**src/rtl/core/tla_sqrt.sv**
```systemverilog
// Pipelined restoring integer square root, one result bit per stage.
// Depends on nothing; stall via shared enable.
`timescale 1ns / 1ps

module tla_sqrt #(
  parameter int IN_W  = 34,
  parameter int TAG_W = 8
) (
  input  logic                clk,
  input  logic                rst_n,
  input  logic                en,
  input  logic [IN_W-1:0]     rad,
  input  logic [TAG_W-1:0]    tag_in,
  output logic [(IN_W+1)/2-1:0] root,
  output logic [TAG_W-1:0]    tag_out
);
  localparam int RW = (IN_W + 1) / 2;
  localparam int PW = 2 * RW;

  logic [PW-1:0]    rem_r  [RW+1];
  logic [RW-1:0]    q_r    [RW+1];
  logic [PW-1:0]    val_r  [RW+1];
  logic [TAG_W-1:0] tag_r  [RW+1];

  assign rem_r[0] = '0;
  assign q_r[0]   = '0;
  assign val_r[0] = PW'(rad);
  assign tag_r[0] = tag_in;

  // one bit per stage
  for (genvar i = 0; i < RW; i++) begin : g_stage
    logic [PW+1:0]    trial;
    logic [PW+1:0]    cur;
    logic [PW-1:0]    rem_nxt;
    logic [RW-1:0]    q_nxt;
    logic [PW-1:0]    rem_s_r;
    logic [RW-1:0]    q_s_r;
    logic [PW-1:0]    val_s_r;
    logic [TAG_W-1:0] tag_s_r;
    always_comb begin
      cur   = {rem_r[i], val_r[i][PW-1 -: 2]};
      trial = (PW+2)'({q_r[i], 2'b01});
      if (cur >= trial) begin
        rem_nxt = PW'(cur - trial);
        q_nxt   = {q_r[i][RW-2:0], 1'b1};
      end else begin
        rem_nxt = PW'(cur);
        q_nxt   = {q_r[i][RW-2:0], 1'b0};
      end
    end
    // tag holds the valid bit, so it is cleared on reset
    always_ff @(posedge clk) begin
      if (!rst_n) begin
        tag_s_r <= '0;
      end else if (en) begin
        rem_s_r <= rem_nxt;
        q_s_r   <= q_nxt;
        val_s_r <= {val_r[i][PW-3:0], 2'b00};
        tag_s_r <= tag_r[i];
      end
    end
    assign rem_r[i+1] = rem_s_r;
    assign q_r[i+1]   = q_s_r;
    assign val_r[i+1] = val_s_r;
    assign tag_r[i+1] = tag_s_r;
  end

  assign root    = q_r[RW];
  assign tag_out = tag_r[RW];
endmodule

```
**config.mk**
```make
export PLATFORM = sky130hd
export DESIGN_NAME = tla_sqrt
export DESIGN_NICKNAME = d
export VERILOG_FILES = /design/src/rtl/core/tla_sqrt.sv
export SDC_FILE = /design/constraint.sdc
export NUM_CORES = 2
export LEC_CHECK = 0
export ABC_AREA = 1
export ABC_CLOCK_PERIOD_IN_PS = 54400
export BUFFER_PORTS_ARGS = -buffer_cell sky130_fd_sc_hd__buf_2
export CAP_MARGIN = 20
export CELL_PAD_IN_SITES_DETAIL_PLACEMENT = 1
export CELL_PAD_IN_SITES_GLOBAL_PLACEMENT = 1
export CORE_MARGIN = 3
export CORE_UTILIZATION = 29
export CTS_BUF_LIST = sky130_fd_sc_hd__clkbuf_4 sky130_fd_sc_hd__clkbuf_8 sky130_fd_sc_hd__clkbuf_16
export CTS_CLUSTER_DIAMETER = 120
export DETAILED_ROUTE_END_ITERATION = 8
export GPL_TIMING_DRIVEN = 0
export PLACE_DENSITY = 0.5
export SLEW_MARGIN = 20
export SYNTH_ARGS = -nofsm -noshare
export SYNTH_HDL_FRONTEND = slang
export SYNTH_SLANG_ARGS = --single-unit
```
**constraint.sdc**
```tcl
create_clock -name clk -period 54.4 [get_ports clk]
set_input_delay 10.88 -clock clk [delete_from_list [all_inputs] [get_ports clk]]
set_output_delay 10.88 -clock clk [all_outputs]
set_load 0.01 [all_outputs]
```
==> flow_summary.rst <==
.. list-table::
   :header-rows: 1

   * - Metric
     - Value
   * - Main combinational cell family by area after synthesis
     - simple AND/OR/NAND/NOR gates
   * - RSZ-0062 raised after global routing
     - false
   * - Critical path endpoint category
     - flop
   * - Maximum number of pins on one net before global-route repair
     - around 110
   * - Post_cts resized
     - 0
   * - Buffer depth of the longest clock path
     - 3
   * - Top-level port count
     - 70
   * - Die Width
     - 445.0 um
   * - Sequential fraction of the synthesis area
     - 0.5420
   * - Clock edge transition at the registers on the reported setup and hold paths
     - approximately 0.060 ns
   * - Critical path class
     - primary input to flop
   * - Area fraction in compound gates after synthesis
     - 0.07125
   * - Result of the run
     - finished clean
   * - CP top delay family
     - buffers and inverters
   * - Final period demand of the worst path
     - ~14 ns
   * - Arrival time worst endpoint
     - between 10 and 15 ns
   * - Peak clock frequency supported by timing
     - 72.96 MHz
   * - H-tree level count
     - 3
   * - Setup violations, final
     - 0
   * - Number of sinks driven by the clock tree
     - ~1100
   * - Final-report max-slew violation count
     - 0
   * - Number of different library cells in the post-synthesis netlist
     - 58
   * - Transition at the pin with the smallest max-transition slack
     - between 0.9 and 1 ns
   * - Via count of the routed design
     - 42690
   * - Post-synthesis xor/xnor area fraction
     - 0.03088
   * - Worst vdd rail ir drop
     - about 35 uV
   * - Syn_area_per_cell
     - 8.723 um^2
   * - Synth Instances
     - between 6000 and 7000
   * - Most frequent cell on the critical path
     - sky130_fd_sc_hd__buf_16
   * - Worst max-slew margin expressed relative to the limit
     - 0.3793
   * - Final Power
     - between 1.5 and 2 mW
   * - First-pass GRT wire length
     - about 260000 um
   * - Detailed-route wire length
     - approximately 170000 um
   * - Number of buffer and inverter instances along the worst setup path
     - 7
   * - Critical Path Max Stage Delay
     - ~0.45 ns
   * - Slowest stage cell on the critical path
     - sky130_fd_sc_hd__clkbuf_1
   * - Number of detailed-route iterations in the first pass
     - 5
   * - Core Region
     - around 190000 um^2
   * - Flip-flop and latch count after synthesis
     - 1054
   * - Area fraction in and, or, nand and nor cells after synthesis
     - 0.2447
   * - Number of cells on the worst reg-to-reg path
     - 11
   * - Power Dens Cells
     - between 30 and 40 nW/um^2
   * - Summed instance area of the synthesized netlist
     - roughly 56000 um^2
   * - Synth-to-layout area growth
     - 14.09%
   * - Post-Synthesis Net Count
     - 6623
   * - TritonCTS clock tree
     - built
   * - Overflow left after global routing
     - 0
   * - Vias in the first global route
     - ~44000
   * - Vias per cell
     - ~4.6
   * - Total of buffers placed on input and output ports
     - 67
   * - Yosys Warn Count
     - 0
   * - Starting density of the core
     - 0.2929
   * - Lkg Pwr
     - around 26 nW
   * - Final-stage net count
     - 6822
   * - CTS hold repair buffers
     - 0
   * - Detail Placement HPWL
     - around 130000 um
   * - Final estimated routing congestion in global placement
     - 0.8400
   * - Post-route cell area
     - about 64000 um^2
   * - Hold violation count in the final report
     - 0
   * - Worst min-delay path class
     - flop to flop
   * - Residual DRC count
     - 0
   * - Number of placement rows
     - 160
   * - Share of post-route cells with drive strength above 1
     - 0.07112
   * - Post-detailed-route wirelength per cell
     - approximately 18 um
   * - CP cell instances
     - clkbuf_1 -> buf_1 -> nand2_1 -> inv_8 -> buf_16 -> buf_16 -> buf_16 -> buf_16
   * - Clock latency of the later-clocked register in the worst-skew pair
     - 0.80 ns
   * - Clock skew
     - ~0.054 ns
   * - Maximum fanout count along the critical path
     - 110
   * - Total global-route track usage
     - 0.1703
   * - Share of synthesized area spent on multiplexers
     - 0
   * - Starting DRC count in detailed routing
     - ~2200
   * - Buffer type at the clock tree root
     - sky130_fd_sc_hd__clkbuf_16
   * - Post-Synth Adder-Cell Area
     - 0.03851
   * - Die area
     - between 150000 and 200000 um^2
   * - Initial antenna violation count
     - 1
   * - Floorplan die height
     - around 440 um
   * - Buffer count from post-CTS setup fixing
     - 0
   * - Detail Route Antenna Nets
     - 0
   * - Placement Cell Area
     - 59640 um^2
   * - Final-layout worst hold slack
     - 0.3959 ns
   * - Total Negative Setup Slacks
     - 0 ns
   * - Final cycle utilization of the critical path
     - 0.2520
   * - CTS Buf Count
     - 120
   * - CP startpoint kind
     - primary input
   * - Worst hold stages
     - 0
   * - Stages on the worst setup path
     - 8
   * - Maximum capacitance violations
     - 0
   * - Data required time at the worst endpoint
     - approximately 55 ns
-- synthesized netlist by cell type (all sizes together) --
master	number	area (um^2)
o21a	3	22.52
and3	1	6.260
nor4	12	75.07
edfxtp	918	27570
nand2	1539	5844
nor3	103	545.5
a21o	6	45.04
nor4b	1	8.760
nand2b	1	6.260
dfxtp	136	2723
a21oi	308	1605
o211ai	9	67.56
nor2	996	3844
xnor2	109	954.7
a21boi	3	22.52
o21bai	15	112.6
clkinv	1	3.750
nor3b	5	47.54
o31ai	1	7.510
nor2b	4	25.02
a211oi	6	45.04
and2	7	43.79
buf	53	476.7
clkbuf	39	146.4
nand3b	32	252.7
o2111ai	3	26.28
or2	25	156.4
inv	910	3426
nand4	124	782.0
nand3	385	2039
ha	172	2152
conb	1	3.750
o21ai	390	2027
xor2	88	770.7
-- metal layers --
| metal | share of wire | track usage |
|---|---|---|
| met4 | 0.023 | 0.04098 |
| met1 | 0.47 | 0.2290 |
| met3 | 0.027 | 0.02106 |
| met5 | 0 | 0 |
| met2 | 0.48 | 0.2912 |
-- cells by family after synthesis --
kind of cell	count (synthesis)
compound gates	744
buf+inv	1003
other cells	1
xor+xnor	197
fa+ha+maj	172
simple gates	3235
flops	1054
-- flip-flops by register name, summed over array words and instances (netlist names) --
signal / cells
g_stage.tag_s_r: 128
g_stage.q_s_r: 136
root: 17
g_stage.val_s_r: 272
g_stage.rem_s_r: 493
tag_out: 8
-- layout by cell type, fill, tap and decap left out, types with 7 or more instances in the layout --
cell | synthesis | final
sky130_fd_sc_hd__nand2_1 | 1520 | 1520
sky130_fd_sc_hd__nor2_1 | 964 | 964
sky130_fd_sc_hd__edfxtp_1 | 918 | 918
sky130_fd_sc_hd__inv_1 | 898 | 897
sky130_fd_sc_hd__nand3_1 | 370 | 370
sky130_fd_sc_hd__a21oi_1 | 291 | 291
sky130_fd_sc_hd__o21ai_0 | 291 | 291
sky130_fd_sc_hd__ha_1 | 172 | 172
sky130_fd_sc_hd__dfxtp_1 | 136 | 136
sky130_fd_sc_hd__nand4_1 | 123 | 123
sky130_fd_sc_hd__clkbuf_16 | 0 | 120
sky130_fd_sc_hd__xnor2_1 | 109 | 109
sky130_fd_sc_hd__nor3_1 | 97 | 97
sky130_fd_sc_hd__xor2_1 | 88 | 88
sky130_fd_sc_hd__o21ai_1 | 79 | 79
sky130_fd_sc_hd__buf_2 | 10 | 77
sky130_fd_sc_hd__clkbuf_1 | 39 | 39
sky130_fd_sc_hd__nand3b_1 | 31 | 31
sky130_fd_sc_hd__nor2_2 | 27 | 27
sky130_fd_sc_hd__clkinv_2 | 0 | 26
sky130_fd_sc_hd__or2_2 | 22 | 22
sky130_fd_sc_hd__buf_6 | 22 | 22
sky130_fd_sc_hd__clkbuf_4 | 0 | 22
sky130_fd_sc_hd__clkinv_1 | 1 | 21
sky130_fd_sc_hd__o21ai_2 | 20 | 20
sky130_fd_sc_hd__a21oi_2 | 17 | 17
sky130_fd_sc_hd__o21bai_1 | 15 | 15
sky130_fd_sc_hd__nand2_2 | 15 | 15
sky130_fd_sc_hd__bufinv_16 | 0 | 13
sky130_fd_sc_hd__nor4_1 | 12 | 12
sky130_fd_sc_hd__buf_4 | 12 | 12
sky130_fd_sc_hd__nand3_2 | 10 | 10
sky130_fd_sc_hd__buf_16 | 0 | 10
sky130_fd_sc_hd__o211ai_1 | 9 | 9
sky130_fd_sc_hd__inv_2 | 9 | 9
sky130_fd_sc_hd__and2_1 | 7 | 7
sky130_fd_sc_hd__inv_6 | 1 | 7
sky130_fd_sc_hd__clkinv_16 | 0 | 7
sky130_fd_sc_hd__clkinv_4 | 0 | 7
-- worst paths after layout --
| kind | startpoint | endpoint | slack, ns |
|---|---|---|---|
| worst max-delay path | rst_n | g_stage[0].val_s_r[2]$_DFFE_PP_ | 40.69 |
| worst min-delay path | g_stage[4].val_s_r[12]$_DFFE_PP_ | g_stage[5].val_s_r[14]$_DFFE_PP_ | 0.40 |
| worst max register to register | g_stage[12].q_s_r[0]$_DFFE_PP_ | g_stage[13].rem_s_r[8]$_DFFE_PP_ | 51.53 |
| worst min register to register | g_stage[4].val_s_r[12]$_DFFE_PP_ | g_stage[5].val_s_r[14]$_DFFE_PP_ | 0.40 |
-- power breakdown --
part	internal, mW	leakage [nW]	switching, mW
clock	0.482	2.04	0.351
sequential	0.925	9.66	0.0270
combinational	0.0587	13.9	0.127
-- stage by stage --
stage                       util  cells  setup slack (ns)
after floorplan                -   6406             23.98
after global placement    0.3111   8984             15.09
after detailed placement  0.3126   8994             39.84
after CTS                 0.3342   9218             40.69
after global routing      0.3342   9219             40.39
final                     0.3342   9219             40.69
-- area by class of cell --
class | count | area [um^2]
clock buffers | 142 | 3168
plain buffers | 92 | 623.1
repair buffers | 77 | 610.6
multi-input cells | 4349 | 21540
fillers | 22400 | 127000
inverters | 911 | 3437
clock inverters | 82 | 945.9
well taps | 2511 | 3142
flip-flops and latches | 1054 | 30290
diodes | 1 | 2.502
No activity file was read; power rests on OpenSTA's default activity.
